<file path="src/sv/ple_pkg.sv">
// Shared constants, codes and widths for the positional list engine.
package ple_pkg;

    localparam int CAPACITY = 16;
    localparam int ADDR_W   = (CAPACITY > 1) ? $clog2(CAPACITY) : 1;
    localparam int COUNT_W  = $clog2(CAPACITY + 1);
    localparam int DATA_W   = 32;
    localparam int CMD_W    = 2;
    localparam int POS_W    = 5;
    localparam int STAT_W   = 2;
    localparam int CMP_W    = ((POS_W > COUNT_W) ? POS_W : COUNT_W) + 1;

    localparam logic [CMD_W-1:0] CMD_INSERT = 2'd0;
    localparam logic [CMD_W-1:0] CMD_SEARCH = 2'd1;
    localparam logic [CMD_W-1:0] CMD_DELETE = 2'd2;

    localparam logic [STAT_W-1:0] ST_DONE = 2'd0;
    localparam logic [STAT_W-1:0] ST_MISS = 2'd1;
    localparam logic [STAT_W-1:0] ST_FULL = 2'd2;

endpackage

</file>
<file path="src/sv/ple_store.sv">
// Entry memory: one write port and one read port with registered read data.
module ple_store (
    input  logic                        clk,
    input  logic                        we,
    input  logic [ple_pkg::ADDR_W-1:0]  waddr,
    input  logic [ple_pkg::DATA_W-1:0]  wdata,
    input  logic [ple_pkg::ADDR_W-1:0]  raddr,
    output logic [ple_pkg::DATA_W-1:0]  rdata
);
    import ple_pkg::*;

    logic [DATA_W-1:0] mem [CAPACITY];

    always_ff @(posedge clk)
    begin
        if (we)
        begin
            mem[waddr] <= wdata;
        end
    end

    always_ff @(posedge clk)
    begin
        rdata <= mem[raddr];
    end

endmodule

</file>
<file path="src/sv/positional_list_engine.sv">
// Top level of the positional list engine: command decode, shift and scan sequencer.
//
//   channel   | beat marked by      | fields
//   ----------+---------------------+---------------------------------------
//   command   | start && !busy      | command, position, value
//   result    | done (one cycle)    | status, result_position, entry_count
//
// Every command gives one result beat. A rejected command is answered from IDLE;
// an insert at the tail goes to INS_VAL, one that moves entries through SHIFT_UP,
// INS_WAIT and INS_VAL, a delete that moves entries through SHIFT_DN, a search
// through SCAN. Each entry moved or compared is read through the single read port
// of the entry memory. Reset empties the list at once; no clearing pass is needed.
// Results cannot be held off: done is a one-cycle strobe, and busy falls in the
// same cycle so the next command may be taken while the result is shown.
module positional_list_engine (
    input  logic                                clk,
    input  logic                                rst_n,
    input  logic                                start,
    output logic                                busy,
    input  logic [ple_pkg::CMD_W-1:0]           command,
    input  logic [ple_pkg::POS_W-1:0]           position,
    input  logic signed [ple_pkg::DATA_W-1:0]   value,
    output logic                                done,
    output logic [ple_pkg::STAT_W-1:0]          status,
    output logic [ple_pkg::POS_W-1:0]           result_position,
    output logic [ple_pkg::POS_W-1:0]           entry_count
);
    import ple_pkg::*;

    typedef enum logic [2:0] {
        IDLE,
        SHIFT_UP,
        INS_WAIT,
        INS_VAL,
        SHIFT_DN,
        SCAN
    } state_t;

    state_t             state_reg, state_next;
    logic [COUNT_W-1:0] count_reg, count_next;
    logic [COUNT_W-1:0] s_reg, s_next;
    logic [COUNT_W-1:0] p_reg, p_next;
    logic [DATA_W-1:0]  val_reg, val_next;
    logic               pend_reg, pend_next;
    logic [ADDR_W-1:0]  pend_addr_reg, pend_addr_next;
    logic               cmp_valid_reg, cmp_valid_next;
    logic [COUNT_W-1:0] cmp_idx_reg, cmp_idx_next;
    logic               done_reg, done_next;
    logic [STAT_W-1:0]  status_reg, status_next;
    logic [COUNT_W-1:0] rpos_reg, rpos_next;

    logic               mem_we;
    logic [ADDR_W-1:0]  mem_waddr;
    logic [DATA_W-1:0]  mem_wdata;
    logic [ADDR_W-1:0]  mem_raddr;
    logic [DATA_W-1:0]  mem_rdata;

    logic [COUNT_W-1:0] s_inc, s_dec, count_dec;
    logic [COUNT_W-1:0] p_dec, cmp_idx_inc;
    logic [CMP_W-1:0]   pos_ext, count_ext;
    logic [COUNT_W-1:0] del_p;
    logic               hit;

    ple_store u_store (
        .clk   (clk),
        .we    (mem_we),
        .waddr (mem_waddr),
        .wdata (mem_wdata),
        .raddr (mem_raddr),
        .rdata (mem_rdata)
    );

    assign s_inc       = s_reg + COUNT_W'(1);
    assign s_dec       = s_reg - COUNT_W'(1);
    assign count_dec   = count_reg - COUNT_W'(1);
    assign p_dec       = p_reg - COUNT_W'(1);
    assign cmp_idx_inc = cmp_idx_reg + COUNT_W'(1);
    assign pos_ext     = CMP_W'(position);
    assign count_ext   = CMP_W'(count_reg);
    assign del_p       = (position == '0) ? COUNT_W'(1) : COUNT_W'(position);
    assign hit         = cmp_valid_reg && (mem_rdata == val_reg);

    assign mem_raddr = s_reg[ADDR_W-1:0];

    // A pending move always owns the write port; the new value goes in afterward.
    always_comb
    begin
        mem_we    = 1'b0;
        mem_waddr = pend_addr_reg;
        mem_wdata = mem_rdata;
        if (pend_reg)
        begin
            mem_we = 1'b1;
        end
        else if (state_reg == INS_VAL)
        begin
            mem_we    = 1'b1;
            mem_waddr = p_dec[ADDR_W-1:0];
            mem_wdata = val_reg;
        end
    end

    always_comb
    begin
        state_next     = state_reg;
        count_next     = count_reg;
        s_next         = s_reg;
        p_next         = p_reg;
        val_next       = val_reg;
        pend_next      = 1'b0;
        pend_addr_next = pend_addr_reg;
        cmp_valid_next = 1'b0;
        cmp_idx_next   = cmp_idx_reg;
        done_next      = 1'b0;
        status_next    = status_reg;
        rpos_next      = rpos_reg;

        unique case (state_reg)
            IDLE:
            begin
                if (start)
                begin
                    val_next = value;
                    priority if (command == CMD_INSERT)
                    begin
                        if (count_ext >= CMP_W'(CAPACITY))
                        begin
                            done_next   = 1'b1;
                            status_next = ST_FULL;
                            rpos_next   = '0;
                        end
                        else if (pos_ext == '0 || pos_ext > count_ext + CMP_W'(1))
                        begin
                            done_next   = 1'b1;
                            status_next = ST_MISS;
                            rpos_next   = '0;
                        end
                        else
                        begin
                            p_next = COUNT_W'(position);
                            if (pos_ext == count_ext + CMP_W'(1))
                            begin
                                state_next = INS_VAL;
                            end
                            else
                            begin
                                s_next     = count_dec;
                                state_next = SHIFT_UP;
                            end
                        end
                    end
                    else if (command == CMD_SEARCH)
                    begin
                        s_next     = '0;
                        state_next = SCAN;
                    end
                    else if (command == CMD_DELETE)
                    begin
                        if (CMP_W'(del_p) > count_ext || pos_ext > count_ext)
                        begin
                            done_next   = 1'b1;
                            status_next = ST_MISS;
                            rpos_next   = '0;
                        end
                        else if (del_p == count_reg)
                        begin
                            count_next  = count_dec;
                            done_next   = 1'b1;
                            status_next = ST_DONE;
                            rpos_next   = del_p;
                        end
                        else
                        begin
                            p_next     = del_p;
                            s_next     = del_p;
                            state_next = SHIFT_DN;
                        end
                    end
                    else
                    begin
                        done_next   = 1'b1;
                        status_next = ST_MISS;
                        rpos_next   = '0;
                    end
                end
            end

            // Read entry s and write it one place higher in the next cycle.
            SHIFT_UP:
            begin
                pend_next      = 1'b1;
                pend_addr_next = s_inc[ADDR_W-1:0];
                if (s_reg == p_dec)
                begin
                    state_next = INS_WAIT;
                end
                else
                begin
                    s_next = s_dec;
                end
            end

            INS_WAIT:
            begin
                state_next = INS_VAL;
            end

            INS_VAL:
            begin
                count_next  = count_reg + COUNT_W'(1);
                done_next   = 1'b1;
                status_next = ST_DONE;
                rpos_next   = p_reg;
                state_next  = IDLE;
            end

            // Read entry s and write it one place lower; the last write lands in IDLE.
            SHIFT_DN:
            begin
                pend_next      = 1'b1;
                pend_addr_next = s_dec[ADDR_W-1:0];
                if (s_reg == count_dec)
                begin
                    count_next  = count_dec;
                    done_next   = 1'b1;
                    status_next = ST_DONE;
                    rpos_next   = p_reg;
                    state_next  = IDLE;
                end
                else
                begin
                    s_next = s_inc;
                end
            end

            SCAN:
            begin
                if (hit)
                begin
                    done_next   = 1'b1;
                    status_next = ST_DONE;
                    rpos_next   = cmp_idx_inc;
                    state_next  = IDLE;
                end
                else if (s_reg == count_reg)
                begin
                    done_next   = 1'b1;
                    status_next = ST_MISS;
                    rpos_next   = '0;
                    state_next  = IDLE;
                end
                else
                begin
                    cmp_valid_next = 1'b1;
                    cmp_idx_next   = s_reg;
                    s_next         = s_inc;
                end
            end

            default:
            begin
                state_next = IDLE;
            end
        endcase
    end

    always_ff @(posedge clk or negedge rst_n)
    begin
        if (!rst_n)
        begin
            state_reg     <= IDLE;
            count_reg     <= '0;
            pend_reg      <= 1'b0;
            cmp_valid_reg <= 1'b0;
            done_reg      <= 1'b0;
        end
        else
        begin
            state_reg     <= state_next;
            count_reg     <= count_next;
            pend_reg      <= pend_next;
            cmp_valid_reg <= cmp_valid_next;
            done_reg      <= done_next;
        end
    end

    always_ff @(posedge clk)
    begin
        s_reg         <= s_next;
        p_reg         <= p_next;
        val_reg       <= val_next;
        pend_addr_reg <= pend_addr_next;
        cmp_idx_reg   <= cmp_idx_next;
        status_reg    <= status_next;
        rpos_reg      <= rpos_next;
    end

    assign busy            = (state_reg != IDLE);
    assign done            = done_reg;
    assign status          = status_reg;
    assign result_position = POS_W'(rpos_reg);
    assign entry_count     = POS_W'(count_reg);

    // A taken command either keeps the engine busy or answers in the next cycle.
    a_accept_progress: assert property (@(posedge clk) disable iff (!rst_n)
        (start && !busy) |=> (busy || done))
        else $error("accepted command neither in progress nor answered");

    // The list never holds more than its capacity.
    a_count_bound: assert property (@(posedge clk) disable iff (!rst_n)
        CMP_W'(count_reg) <= CMP_W'(CAPACITY))
        else $error("entry count beyond capacity");

    // A full report only comes from a full list.
    a_full_count: assert property (@(posedge clk) disable iff (!rst_n)
        (done && status == ST_FULL) |-> (CMP_W'(count_reg) == CMP_W'(CAPACITY)))
        else $error("full status with room left");

    // The new value and a pending move never compete for the write port.
    a_port_free: assert property (@(posedge clk) disable iff (!rst_n)
        (state_reg == INS_VAL) |-> !pend_reg)
        else $error("write port conflict on insert");

    // A successful insert grows the list by exactly one.
    a_insert_grow: assert property (@(posedge clk) disable iff (!rst_n)
        (state_reg == INS_VAL) |=> (count_reg == $past(count_reg) + COUNT_W'(1)))
        else $error("insert did not grow the list");

endmodule

</file>
<file path="config.mk">
export PLATFORM = sky130hd
export DESIGN_NAME = positional_list_engine
export DESIGN_NICKNAME = d
export VERILOG_FILES = /design/src/sv/ple_pkg.sv /design/src/sv/ple_store.sv /design/src/sv/positional_list_engine.sv
export SDC_FILE = /design/constraint.sdc
export NUM_CORES = 1
export LEC_CHECK = 0
export ABC_AREA = 0
export BUFFER_PORTS_ARGS = -buffer_cell sky130_fd_sc_hd__buf_2
export CAP_MARGIN = 25
export CELL_PAD_IN_SITES_DETAIL_PLACEMENT = 1
export CELL_PAD_IN_SITES_GLOBAL_PLACEMENT = 2
export CORE_ASPECT_RATIO = 1.2
export CORE_MARGIN = 1
export CORE_UTILIZATION = 35
export CTS_CLUSTER_SIZE = 12
export DETAILED_ROUTE_END_ITERATION = 8
export GPL_TIMING_DRIVEN = 0
export PLACE_DENSITY_LB_ADDON = 0.05
export SLEW_MARGIN = 20
export SYNTH_ARGS = -nofsm -noshare
export SYNTH_HDL_FRONTEND = slang
export SYNTH_SLANG_ARGS = --single-unit
</file>
<file path="constraint.sdc">
create_clock -name clk -period 4.5 [get_ports clk]
set_clock_uncertainty 0.1 [all_clocks]
set_input_delay 0.675 -clock clk [delete_from_list [all_inputs] [get_ports clk]]
set_output_delay 0.675 -clock clk [all_outputs]
set_load 0.02 [all_outputs]
</file>
Yosys cells after proc, flatten, opt, wreduce, memory -nomap -nowiden
Memories as Yosys holds them, arrays and structs flattened. A register that Yosys moved wholly into a read port is not among the register bits.
Index checks and enable logic that the tools add are counted.
{ "word_totals": {"inputBits": 42, "ram_bits": 512, "elab_cells": 177, "romBits": 0, "memories": 1, "latchBits": 0, "out_inout_bits": 14, "ff_bits": 69} }
{ "classes": {"add_sub_neg": 7, "n_shift": 0, "n_mux": 90, "order_cmp": 4, "n_reduce_logical": 21, "eq_ne": 40, "n_div": 0, "bitwise": 2, "n_mul": 0} }
{ "memory_table": {"columns": ["memory", "depth", "width", "read_ports", "rd_ports_with_merged_regs", "write_ports", "line", "text"], "rows": [
  ["u_store.mem", 16, 32, 1, 1, 1, "ple_store.sv:12", "logic [DATA_W-1:0] mem [CAPACITY];"]
]} }
{ "ops": {"columns": ["cell", "n"], "rows": [
  ["2-to-1 mux 5 bit", 36],
  ["2-to-1 mux 32 bit", 2],
  ["case mux 5 bit (4 select lines)", 2],
  ["2-to-1 mux 3 bit", 12],
  ["inequality test 2 bit, second input constant", 17],
  ["equality test 32 bit", 1],
  ["2-to-1 mux 2 bit", 12],
  ["equality test 5 bit", 4],
  ["2-to-1 mux 1 bit", 19],
  ["inequality test 4 bit, second input constant", 4],
  ["AND reduction 8 bit", 2],
  ["adder 5 x 1 -> 5 bit, second input constant", 3],
  ["inequality test 3 bit, second input constant", 5],
  ["case mux 3 bit (5 select lines)", 1],
  ["case mux 5 bit (3 select lines)", 1],
  ["subtractor 5 x 1 -> 5 bit, second input constant", 3],
  ["AND reduction 12 bit", 1],
  ["> comparator 5 bit", 2],
  ["AND reduction 9 bit", 1],
  ["2-to-1 mux 4 bit", 2],
  ["case mux 2 bit (4 select lines)", 1],
  ["case mux 4 bit (2 select lines)", 1],
  ["nonzero test 4 bit", 2],
  ["AND reduction 7 bit", 1],
  ["other kinds (23)", 29]
]} }

Depth between registers and ports, before layout
Gate-level depths: netlist of the first run.
{ "depth": {"ltp_word": 10, "mapped_depth": 11, "mapped_depth_nobuf": 10} }

Cells and area by module
A second synthesis of the first run with hierarchy kept.
{ "hier_totals": {"cells_unflattened": 1326, "area_unflattened_um2": 24424.7} }
{ "by_module_without_submodules": {"columns": ["mod", "n_inst", "cells_each", "seq_area_each_um2", "area_each_um2"], "rows": [
  ["ple_store", 1, 838, 16015.4, 19854.0],
  ["positional_list_engine", 1, 488, 2016.9, 4570.6]
]} }

Least setup slack after synthesis of the first run
OpenSTA, ideal clock, no wires.
{ "synth_path": {"kind": "register to register", "startpoint": "reg p_reg[0]", "endpoint": "mem u_store.mem[13][0] (enable)", "n_path_buf": 0, "arrival_time_ns": 2.739, "stages_incl_launch_ff": 8, "required_ns": 3.979, "synth_period_minus_slack_ns": 3.260, "setup_ns": 0.421, "setup_slack_ns": 1.240, "path_cell_list": "edfxtp_1 inv_1 ha_1 xnor2_1 nand2_1 o21ai_0 or2_2 nor2_1"} }
{ "synth_via": {"elab_chain_len": 3} }
{ "synth_rtl": {"columns": ["element", "line", "text"], "rows": [
  ["start, declared", "positional_list_engine.sv:42", "logic [COUNT_W-1:0] p_reg, p_next;"],
  ["start signal, assigned", "positional_list_engine.sv:290", "p_reg <= p_next;"],
  ["subtractor 5 x 1 -> 5 bit", "positional_list_engine.sv:76", "assign p_dec = p_reg - COUNT_W'(1);"],
  ["2-to-1 mux 4 bit", "positional_list_engine.sv:95", "else if (state_reg == INS_VAL)"],
  ["2-to-1 mux 4 bit", "positional_list_engine.sv:91", "if (pend_reg)"],
  ["end, declared", "ple_store.sv:12", null]
]} }
Every way passes these cells.

Worst setup path in the final report of the first run
{ "layout_path": {"startpoint": "reg count_reg[0], in the netlist entry_count[0]", "endpoint": "reg p_reg[1] (enable)"} }
{ "layout_via": {"elab_chain_len": 5, "elab_cells_between_ends": 13, "cone_classes": "add/sub: 1; order compare: 4; eq/ne: 5; reduce/logical: 3"} }
{ "layout_rtl": {"columns": ["element", "line", "text"], "rows": [
  ["start, declared", "positional_list_engine.sv:40", "logic [COUNT_W-1:0] count_reg, count_next;"],
  ["start signal, assigned", "positional_list_engine.sv:280", "count_reg <= count_next;"],
  ["adder 5 x 1 -> 6 bit", "positional_list_engine.sv:132", "else if (pos_ext == '0 || pos_ext > count_ext + CMP_W'(1))"],
  ["> comparator 5 x 6 -> 1 bit", "positional_list_engine.sv:132", null],
  ["logical OR 1 bit", "positional_list_engine.sv:132", null],
  ["inequality test 2 bit (no source line)", null, null],
  ["AND reduction 8 bit (no source line) (*)", null, null]
]} }
Mark *: on every way between the ends. The rest lies on a longest branch, timed or not.
A chain may end at the register's enable or synchronous reset.

==> reports/summary.md, run 1 <==
* **buffer type at the clock tree root** clkbuf_16
* **number of gates resized after cts** 0
* **total number of yosys warnings** 0
* **floorplan row count** 106
* **number of fill cells** 6779
* **area share of and/or/nand/nor cells after synthesis** 0.0425
* **clock tree from TritonCTS** yes
* **post-route fraction of the period consumed by the critical path** 0.839
* **switch share** 0.354
* **overflow left after global routing** 0
* **XOR/XNOR share of the synthesized area** 0.0230
* **most common flop cell mapped by yosys** edfxtp_1
* **leakage** 0.00985 µW
* **number of port buffers** 55
* **Routed WL per cell** 28.3 µm
* **relative contribution of combinational cells to total power** 0.348
* **antenna cells** 0
* **portion of total power attributed to sequential cells** 0.396
* **via density per instance** 5.24
* **summed negative setup slack over all endpoints** 0 ns
* **pin count of the biggest net entering global routing** 34
* **Setup crit end kind** flop
* **Netlist Area Pre-Place** 24800 µm²
* **Nets** 1673
* **drt pass-1 iters** 4
* **final critical-path required period** 3.77 ns
* **transition at the pin with the smallest max-transition slack** 1.06 ns
* **maximum fanout encountered on the critical timing path** 6
* **Initial Utilization** 0.355
* **number of non-filler instances in the completed layout** 2585
* **Post-route DRC** 0
* **Core Footprint** 69900 µm²
* **count of different cell masters after synthesis** 62
* **Post-Syn Nets** 1512
* **Achievable Freq** 265 MHz
* **width of the die** 245 µm
* **Max Root-Sink Buffers** 3
* **multiplexer share of the synthesized area** 0.126
* **dominant combinational cell family by area after synthesis** multiplexers
* **power dissipated by switching net loads** 7400 µW
* **total clock sinks** 613
* **number of buffers inserted for hold repair after clock tree synthesis** 1
* **number of primary I/O pins** 56
* **post-synthesis compound-gate area fraction** 0.0553
* **Setup-failing EPs final** 0
* **data arrival at the endpoint of the critical path** 3.90 ns
* **number of nets still failing antenna checks after routing** 0
* **synthesized area per cell** 17.1 µm²
* **Reg2Reg Setup Slack** 0.73 ns
* **#FFs+latches synth** 613
* **clock network latency to the later pin of the worst-skew pair** 0.61 ns
* **data required time of the worst path** 4.63 ns
* **DRC violation total after the first TritonRoute iteration** 799
* **sequential-to-total area share from yosys stat** 0.727
* **worst setup path class** reg2reg
* **first-pass GRT wire length** 105000 µm
* **gate count of the mapped netlist** 1452
* **worst IR drop on VDD** 321 µV
* **area share of fa/ha/maj cells after synthesis** 0.00908
* **async set-or-reset flop fraction in the synthesized netlist** 0.0179
* **Clock Power Share** 0.256
* **overall fraction of global-route tracks in use** 0.208
* **clock transition time at the flip-flop clock pins of the worst setup and hold paths** 0.06 ns
* **routability cong.** 0.804
* **final number of hold-violating endpoints** 0
* **cell internal pwr** 13500 µW
* **CTS Buf Count** 68
* **initial antenna violation count** 0
* **kind of start point of the critical path** flop
* **Area Growth Syn to Fin** 18.1%
* **full die area** 71900 µm²
* **ratio of cells with drive above 1 in the final layout** 0.206
* **Max-Slew Margin vs Limit** 0.290
* **placed cell count** 2457
* **Max Transition Viols Final** 0
* **DP HPWL** 49300 µm
* **RSZ-0062 raised after global routing** false
* **run status** finished, final reports clean
* **Max Cap Viol** 0
* **min-delay worst type** in2reg
* **routed via count** 13600
* **chip height** 294 µm
* **post-CTS repair timing setup buffer count** 0
* **max FFs per register** 512
* **power density relative to cell area** 713 nW/µm²
* **maximum level of the CTS H-tree** 3
* **via count of the first global-routing pass** 14500
* **Post-synth EDFFs** 570
* **total detailed-routing wirelength** 73200 µm
==> synthesized netlist by cell type (5+ instances only) <==
master / number / share of area
edfxtp_1: 570 / 0.69
buf_2: 28 / 0.0057
dfrtp_1: 11 / 0.011
nand2b_1: 7 / 0.0018
a21oi_1: 45 / 0.0091
nand4_1: 13 / 0.0033
nand3_1: 10 / 0.0020
xnor2_1: 50 / 0.018
mux2i_1: 129 / 0.052
o21ai_0: 50 / 0.010
inv_1: 24 / 0.0036
mux4_2: 64 / 0.058
ha_1: 18 / 0.0091
clkbuf_1: 34 / 0.0051
a22oi_1: 40 / 0.012
mux2_2: 34 / 0.015
nor2b_1: 5 / 0.0013
a31oi_1: 5 / 0.0013
a221oi_1: 34 / 0.012
xor2_1: 15 / 0.0053
buf_1: 6 / 0.00091
nor2_1: 70 / 0.011
nand2_1: 83 / 0.013
dfxtp_1: 32 / 0.026
nor3_1: 11 / 0.0022
==> cell families after synthesis <==
group | after synthesis
buffers and inverters | 98
AND/OR/NAND/NOR | 228
flip-flops | 613
XOR/XNOR | 65
multiplexers | 227
AO/OA/AOI/OAI | 203
adder cells (fa/ha/maj) | 18
==> path summary, 6_finish.rpt <==
kind	start	endpoint	cells after the start
max reg2reg	entry_count[0]	p_reg[1]	11
max in group asynchronous	rst_n	state_reg[0]	2
min	value[6]	val_reg[6]	1
min in group asynchronous	rst_n	entry_count[1]	2
max	entry_count[0]	p_reg[1]	11
min reg2reg	s_reg[2]	cmp_idx_reg[2]	0
==> stage by stage <==
stage / setup WS [ns] / util / instance area [µm²] / power (µW) / hold WS [ns]
3_5_place_dp: 0.533 / 0.388 / 27100 / 15800 / 0.341
3_3_place_gp: -2.01 / 0.375 / 26200 / 15400 / 0.354
5_1_grt: 0.528 / 0.419 / 29300 / 22000 / 0.113
6_report: 0.726 / 0.419 / 29300 / 20900 / 0.137
2_1_floorplan: 1.24 / - / 24800 / 12800 / 0.279
4_1_cts: 0.619 / 0.418 / 29200 / 21200 / 0.103
==> layer usage <==
layer | vias to the layer above | global-route usage | routed length (µm)
li1 | 6056 | - | -
met1 | 7175 | 0.262 | 31000
met2 | 235 | 0.376 | 38500
met3 | 84 | 0.0250 | 2270
met4 | 0 | 0.0570 | 1470
met5 | - | 0 | 0
==> cells in the final DEF, fill, tap and decap left out, drive strengths merged, types with 3 or more instances in the layout <==
| cell type | instances |
|---|---|
| a21oi | 45 |
| a221oi | 34 |
| a22oi | 40 |
| a31oi | 5 |
| and3 | 4 |
| buf | 129 |
| clkbuf | 137 |
| clkinv | 18 |
| dfrtp | 11 |
| dfxtp | 32 |
| edfxtp | 570 |
| ha | 18 |
| inv | 26 |
| mux2 | 34 |
| mux2i | 129 |
| mux4 | 64 |
| nand2 | 83 |
| nand2b | 8 |
| nand3 | 11 |
| nand3b | 3 |
| nand4 | 13 |
| nor2 | 71 |
| nor2b | 5 |
| nor3 | 13 |
| nor4 | 4 |
| o21a | 4 |
| o21ai | 52 |
| o22ai | 4 |
| or2 | 4 |
| or3 | 4 |
| xnor2 | 50 |
| xor2 | 15 |
==> layout make-up <==
class / count / area (µm²) / area share
well taps: 918 / 1150 / 0.0392
clock inverters: 22 / 156 / 0.00534
clock buffers: 102 / 1960 / 0.0671
repair buffers: 91 / 1100 / 0.0376
multi-input cells: 741 / 6450 / 0.220
inverters: 24 / 92.6 / 0.00316
plain buffers: 74 / 337 / 0.0115
flip-flops and latches: 613 / 18000 / 0.616
==> worst max-delay path, cell delays in order, from the launching register on <==
cell and delay, ns:
dfrtp_1 0.48, buf_2 0.28, inv_1 0.09, ha_1 0.45, inv_1 0.08, ha_1 0.29, nor2b_1 0.13, o21a_1 0.16
o31a_1 0.27, nor4_1 0.38, a21oi_1 0.08, nor3_1 0.61
==> power by group through the flow <==
stage / Sequential (µW) / Combinational, µW / Clock, µW
floorplan: 8350 / 4410 / 0
global placement: 8440 / 6990 / 0
detailed placement: 8410 / 7430 / 0
CTS: 8290 / 7460 / 5480
global route: 8360 / 7920 / 5690
finish: 8280 / 7270 / 5340
Power figures use the tool's default switching activity.
==> inputs of run 2 (changes only) <==
clock period = 3.2 ns   (was 4.5 ns; I/O delays follow)
==> reports/summary.md, run 2 (same netlist as run 1, synthesis figures left out) <==
* **full die area** 71900 µm², unchanged
* **final number of hold-violating endpoints** 0, unchanged
* **final critical-path required period** 3.07 ns, -0.699 ns
* **first-pass GRT wire length** 105000 µm, -0.14%
* **Max Cap Viol** 0, unchanged
* **number of primary I/O pins** 56, unchanged
* **total clock sinks** 613, unchanged
* **leakage** 0.0100 µW, +1.6%
* **Area Growth Syn to Fin** 19.6%
* **clock tree from TritonCTS** yes
* **placed cell count** 2456, -0.041%
* **CTS Buf Count** 67, -1.5%
* **min-delay worst type** in2reg
* **overall fraction of global-route tracks in use** 0.208, -0.000742
* **number of non-filler instances in the completed layout** 2621, +1.4%
* **Nets** 1715, +2.5%
* **via count of the first global-routing pass** 14500, +0.14%
* **met3 WL** 2150 µm, -5.4%
* **setup ws final** 0.125 ns, -0.601 ns
* **number of nets still failing antenna checks after routing** 0, unchanged
* **critical path, cell by cell** buf_2 > inv_1 > nor3_1 > buf_4 > a31oi_1 > nor2_4 > buf_12
* **number of fill cells** 6784, +0.074%
* **pin count of the biggest net entering global routing** 34, unchanged
* **clock network latency to the later pin of the worst-skew pair** 0.60 ns, about the same
* **power density relative to cell area** 987 nW/µm², +38%
* **run status** finished, final reports clean
* **transition at the pin with the smallest max-transition slack** 1.07 ns, +0.00861 ns
* **CP delay by family, top** simple AND/OR/NAND/NOR gates
* **total routed wire length on the met1 layer** 30600 µm, -1.3%
* **via density per instance** 5.22, -0.38%
* **commonest cells after routing, fill and taps aside** edfxtp_1, mux2i_1, buf_2, nand2_1, clkbuf_16
* **Setup crit end kind** flop
* **cell with the biggest individual delay on the critical path** nor2_4
* **Max Root-Sink Buffers** 3, unchanged
* **antenna cells** 0, unchanged
* **worst reg2reg startpoint** state_reg[1]
* **Achievable Freq** 325 MHz, +23%
* **sum of met2 wire segment lengths after detailed routing** 38700 µm, +0.70%
* **commonest non-fill, non-tap cell in the layout** edfxtp_1
* **routability cong.** 0.812, +1.0%
* **worst IR drop on VDD** 508 µV, +58%
* **top layer reached by signal wires** met4
* **post-route fraction of the period consumed by the critical path** 0.961, +0.122
* **Core Footprint** 69900 µm², unchanged
* **critical path buffer and inverter count** 4, +1
* **ratio of cells with drive above 1 in the final layout** 0.216, +0.00973
* **floorplan row count** 106, unchanged
* **maximum fanout encountered on the critical timing path** 14, +8
* **DP HPWL** 48800 µm, -0.87%
* **Setup WS pre-CTS** -0.697 ns, -1.23 ns
* **maximum level of the CTS H-tree** 3, unchanged
* **Worst setup startpoint** state_reg[1]
* **number of port buffers** 55, unchanged
* **Initial Utilization** 0.355, unchanged
* **clock transition time at the flip-flop clock pins of the worst setup and hold paths** 0.06 ns, about the same
* **kind of start point of the critical path** flop
* **slowest stage delay, CP** 0.66 ns, +0.05 ns
* **DRC violation total after the first TritonRoute iteration** 1015, +27%
* **total detailed-routing wirelength** 73100 µm, -0.16%
* **max FFs per register** 512, unchanged
* **buffer type at the clock tree root** clkbuf_16
* **width of the die** 245 µm, unchanged
* **initial antenna violation count** 0, unchanged
* **data required time of the worst path** 3.39 ns, -1.24 ns
* **worst setup path class** reg2reg
* **Max-Slew Margin vs Limit** 0.288, -0.00244
* **Routed WL per cell** 27.9 µm, -1.5%
* **chip height** 294 µm, unchanged
* **drt pass-1 iters** 5, +1
* **data arrival at the endpoint of the critical path** 3.27 ns, -0.63 ns
* **overflow left after global routing** 0, unchanged
* **routed via count** 13700, +1.0%
* **Reg2Reg Setup Slack** 0.13 ns, -0.60 ns
* **Setup-failing EPs final** 0, unchanged
* **Post-route DRC** 0, unchanged
* **hold wc startpoint** position[1]
* **Max Transition Viols Final** 0, unchanged
[run 2: changes by cell type in the layout (fill, tap and decap cells not counted), sizes merged]
cell / before / now
buf: 129 / 140
bufinv: 1 / 2
clkbuf: 137 / 136
clkinv: 18 / 13
clkinvlp: 1 / 0
dlygate4sd3: 1 / 33
inv: 26 / 25
[run 2: where the power goes]
group,internal (µW),switching (µW)
clock,4200,3050
combinational,3600,6770
sequential,11100,509
[run 2: cell type report]
class | instances | area [µm²] | share of cell area
buffer | 74 | 342 | 0.0115
clock buffer | 101 | 1880 | 0.0633
clock inverter | 16 | 140 | 0.00473
inverter | 24 | 92.6 | 0.00312
multi-input combinational | 741 | 6570 | 0.222
sequential | 613 | 18000 | 0.608
tap | 918 | 1150 | 0.0387
timing repair buffer | 134 | 1440 | 0.0487
[run 2: metrics by stage]
stage,hold WS [ns],TNS [ns],power (µW),cell area [µm²],utilization
3_3_place_gp,0.324,-1512.06,21700,26200,0.375
3_5_place_dp,0.331,-36.56,22200,27000,0.387
4_1_cts,0.159,0,29700,29500,0.423
6_report,0.191,0,29300,29600,0.424
2_1_floorplan,0.0844,-7.26,18000,24800,-
5_1_grt,0.193,-0.00193,30800,29600,0.424
[run 2: what timing repair did]
| item | 4_1_cts | 5_1_grt |
|---|---|---|
| endpoints found under the setup margin | 225 | 55 |
| pin swaps | 2 | 4 |
| resized for setup | 20 | 5 |
| setup buffers | 4 | 10 |
| endpoints found under the hold margin | 43 | 0 |
| hold buffers | 33 | 0 |
[run 2: worst paths after layout]
check | end | cells after the start
max | u_store.mem[12][14] | 7
min | p_reg[1] | 2
max reg2reg | u_store.mem[12][14] | 7
min reg2reg | cmp_idx_reg[2] | 0
max in group asynchronous | entry_count[1] | 2
min in group asynchronous | done | 2
[run 2: metal layers]
layer  GRT usage  vias up
met5           0        -
met4      0.0636        0
met3      0.0246       92
met2       0.377      235
met1       0.256     7230
li1            -     6130
[run 2: worst reg2reg max path, cell delays in order, from the launching register on]
cell,delay (ns)
dfrtp_1,0.31
buf_2,0.18
inv_1,0.18
nor3_1,0.47
buf_4,0.25
a31oi_1,0.34
nor2_4,0.66
buf_12,0.27
==> inputs of run 3 (changes only) <==
ABC_AREA = default   (was 0)
SYNTH_HIERARCHICAL = 1   (was default)
==> reports/summary.md, run 3 <==
* **CTS Buf Count** 68, +1.5%
* **overflow left after global routing** 0, unchanged
* **count of different cell masters after synthesis** 64, +3.2%
* **Post-route DRC** 0, unchanged
* **placed cell count** 2332, -5.0%
* **Max-Slew Margin vs Limit** 0.275, -0.0125
* **clock tree from TritonCTS** yes
* **final critical-path required period** 3.08 ns, +0.00852 ns
* **Post-synth EDFFs** 570, unchanged
* **cell with the biggest individual delay on the critical path** edfxtp_1
* **Clock Power Share** 0.248, about the same
* **most common flop cell mapped by yosys** edfxtp_1
* **Area Growth Syn to Fin** 21.6%
* **commonest cells after routing, fill and taps aside** edfxtp_1, nand2_1, mux4_2, buf_2, clkbuf_16
* **max FFs per register** 512, unchanged
* **routed via count** 13200, -3.7%
* **DP HPWL** 48100 µm, -1.5%
* **power density relative to cell area** 982 nW/µm², -0.54%
* **maximum level of the CTS H-tree** 3, unchanged
* **number of nets still failing antenna checks after routing** 0, unchanged
* **number of port buffers** 55, unchanged
* **async set-or-reset flop fraction in the synthesized netlist** 0.0179, unchanged
* **leakage** 0.00992 µW, -0.88%
* **min-delay worst type** in2async
* **clock transition time at the flip-flop clock pins of the worst setup and hold paths** 0.06 ns, about the same
* **power dissipated by switching net loads** 9880 µW, -4.3%
* **number of primary I/O pins** 56, unchanged
* **Max Cap Viol** 0, unchanged
* **Post-Syn Nets** 1387, -8.3%
* **Routed WL per cell** 28.2 µm, +1.3%
* **clock network latency to the later pin of the worst-skew pair** 0.60 ns, about the same
* **GR Util met3** 0.0311, +0.00650
* **placed instance area** 26800 µm², -0.70%
* **total detailed-routing wirelength** 70900 µm, -3.0%
* **initial antenna violation count** 0, unchanged
* **synthesized area per cell** 18.4 µm², +7.9%
* **global-route layer with the greatest usage** met2
* **ranking of synthesized cells by instance count** edfxtp_1, nand2_1, mux4_2, a22oi_1, xnor2_1
* **data arrival at the endpoint of the critical path** 3.35 ns, +0.08 ns
* **via count of the first global-routing pass** 14100, -2.9%
* **CP delay by family, top** simple AND/OR/NAND/NOR gates
* **antenna cells** 0, unchanged
* **Netlist Area Pre-Place** 24400 µm², -1.5%
* **met1 usage** 0.252, -0.00432
* **Core Footprint** 68700 µm², -1.7%
* **Synth area leader** edfxtp_1
* **total clock sinks** 613, unchanged
* **worst setup path class** reg2reg
* **slowest stage delay, CP** 0.53 ns, -0.13 ns
* **final hold slack** 0.218 ns, +0.0272 ns
* **commonest non-fill, non-tap cell in the layout** edfxtp_1
* **via density per instance** 5.25, +0.59%
* **RSZ-0062 raised after global routing** false
* **most frequent cell on the critical path** buf_4
* **run status** finished, final reports clean
* **Final Instance Area** 29700 µm², +0.21%
* **synth top area cells** edfxtp_1, mux4_2, dfxtp_1, nand2_1, a22oi_1
* **Nets** 1613, -5.9%
* **Initial Utilization** 0.355, +0.000745
* **post-route fraction of the period consumed by the critical path** 0.964, +0.00266
* **overall fraction of global-route tracks in use** 0.204, -0.00355
* **Max Root-Sink Buffers** 3, unchanged
* **Setup-failing EPs final** 0, unchanged
* **Setup crit end kind** flop
* **full die area** 70800 µm², -1.5%
* **data required time of the worst path** 3.46 ns, +0.07 ns
* **#FFs+latches synth** 613, unchanged
* **critical path, cell by cell** xnor2_2 > nand4_1 > nor4_2 > nand3_2 > a21boi_1 > mux2i_2 > buf_4 > a2111oi_4 > buf_4
* **drt pass-1 iters** 5, unchanged
* **share of the synthesized area in the top cell type** 0.701, +0.0104
* **sequential-to-total area share from yosys stat** 0.738, +0.0110
* **pin count of the biggest net entering global routing** 25, -26%
* **portion of total power attributed to sequential cells** 0.404, +0.006
* **cell internal pwr** 19300 µW, +1.8%
* **first-pass GRT wire length** 102000 µm, -2.9%
* **maximum fanout encountered on the critical timing path** 4, -10
* **gate count of the mapped netlist** 1326, -8.7%
* **relative contribution of combinational cells to total power** 0.348, -0.006
* **width of the die** 243 µm, -0.74%
* **total number of yosys warnings** 6, +6
* **GR Util met2** 0.364, -0.0134
* **floorplan row count** 105, -0.94%
* **DRC violation total after the first TritonRoute iteration** 816, -20%
* **worst IR drop on VDD** 480 µV, -5.6%
* **critical path buffer and inverter count** 2, -2
* **kind of start point of the critical path** flop
* **number of non-filler instances in the completed layout** 2510, -4.2%
* **transition at the pin with the smallest max-transition slack** 1.09 ns, +0.0187 ns
* **buffer type at the clock tree root** clkbuf_16
* **Max Transition Viols Final** 0, unchanged
* **switch share** 0.339, -0.0142
* **routability cong.** 0.782, -3.6%
* **final number of hold-violating endpoints** 0, unchanged
* **Achievable Freq** 324 MHz, -0.28%
* **ratio of cells with drive above 1 in the final layout** 0.272, +0.0556
* **dominant cell by count in the synthesized netlist** edfxtp_1
* **chip height** 291 µm, -0.74%
run 3: changes by cell type after synthesis, sizes merged, moves of 6 or more:
cell,before,now
mux2,34,0
a22oi,40,67
o21ai,52,16
mux2i,129,3
clkbuf,35,29
nand2,83,165
a21oi,45,17
a221oi,34,0
nor2,71,35
mux4,64,128
run 3: cell type report:
class,count,area (µm²)
plain buffers,68,364
clock buffers,98,1890
clock inverters,21,128
fillers,6568,39000
inverters,20,78.8
multi-input cells,623,6290
flip-flops and latches,613,18000
well taps,909,1140
repair buffers,158,1790
run 3: final timing paths:
kind / endpoint / cells after the start / from / slack, ns
min: done / 2 / rst_n / 0.22
min in group clk: p_reg[3] / 2 / position[3] / 0.22
min reg2reg: cmp_idx_reg[4] / 0 / s_reg[4] / 0.35
max reg2reg: s_reg[3] / 9 / val_reg[11] / 0.12
max in group asynchronous: entry_count[1] / 2 / rst_n / 2.48
max: s_reg[3] / 9 / val_reg[11] / 0.12
run 3: cells by family (layout without fill, tap and decap cells):
group / after synthesis / count (layout) / share of synthesized area
AOI/OAI and AO/OA: 135 / 135 / 0.0411
xor gates and xnor gates: 67 / 67 / 0.0246
adders and majority gates: 19 / 19 / 0.00973
buffers and inverters: 90 / 365 / 0.0175
DFF: 613 / 613 / 0.738
muxes: 131 / 131 / 0.119
and+or+nand+nor: 271 / 271 / 0.0495
run 3: routing by layer:
layer  wire (µm)  vias up
met5           0        -
met4        1850        0
met3        2440       86
met2       37200      255
met1       29400     7099
li1            -     5745
run 3: what timing repair did:
item	CTS	global route
pin swaps	14	2
gates resized for setup	37	10
buffers inserted	24	4
cloned	0	0
endpoints found under the setup margin	1012	82
hold endpoints to repair	43	0
hold buffers	33	0
run 3: worst reg2reg max path, cell delays in order (launching register included):
cell and delay (ns):
edfxtp_1 0.53, xnor2_2 0.33, nand4_1 0.24, nor4_2 0.44
nand3_2 0.26, a21boi_1 0.29, mux2i_2 0.27, buf_4 0.17
a2111oi_4 0.06, buf_4 0.17
run 3: stage by stage:
step	total power, µW	util	setup WS, ns	setup TNS (ns)
global route	30600	0.432	0.0116	0
detailed placement	21900	0.391	-1.23	-533.74
global placement	21300	0.377	-3.20	-1240.79
finish	29200	0.432	0.117	0
CTS	29600	0.431	0.00814	0
floorplan	17900	-	-0.392	-141.17
run 3: power groups by stage:
stage               logic, µW  registers, µW  clock network [µW]
floorplan                6060          11800                   0
global placement         9320          12000                   0
detailed placement       9920          12000                   0
CTS                     10300          11800                7450
global route            11000          11900                7720
finish                  10100          11800                7230
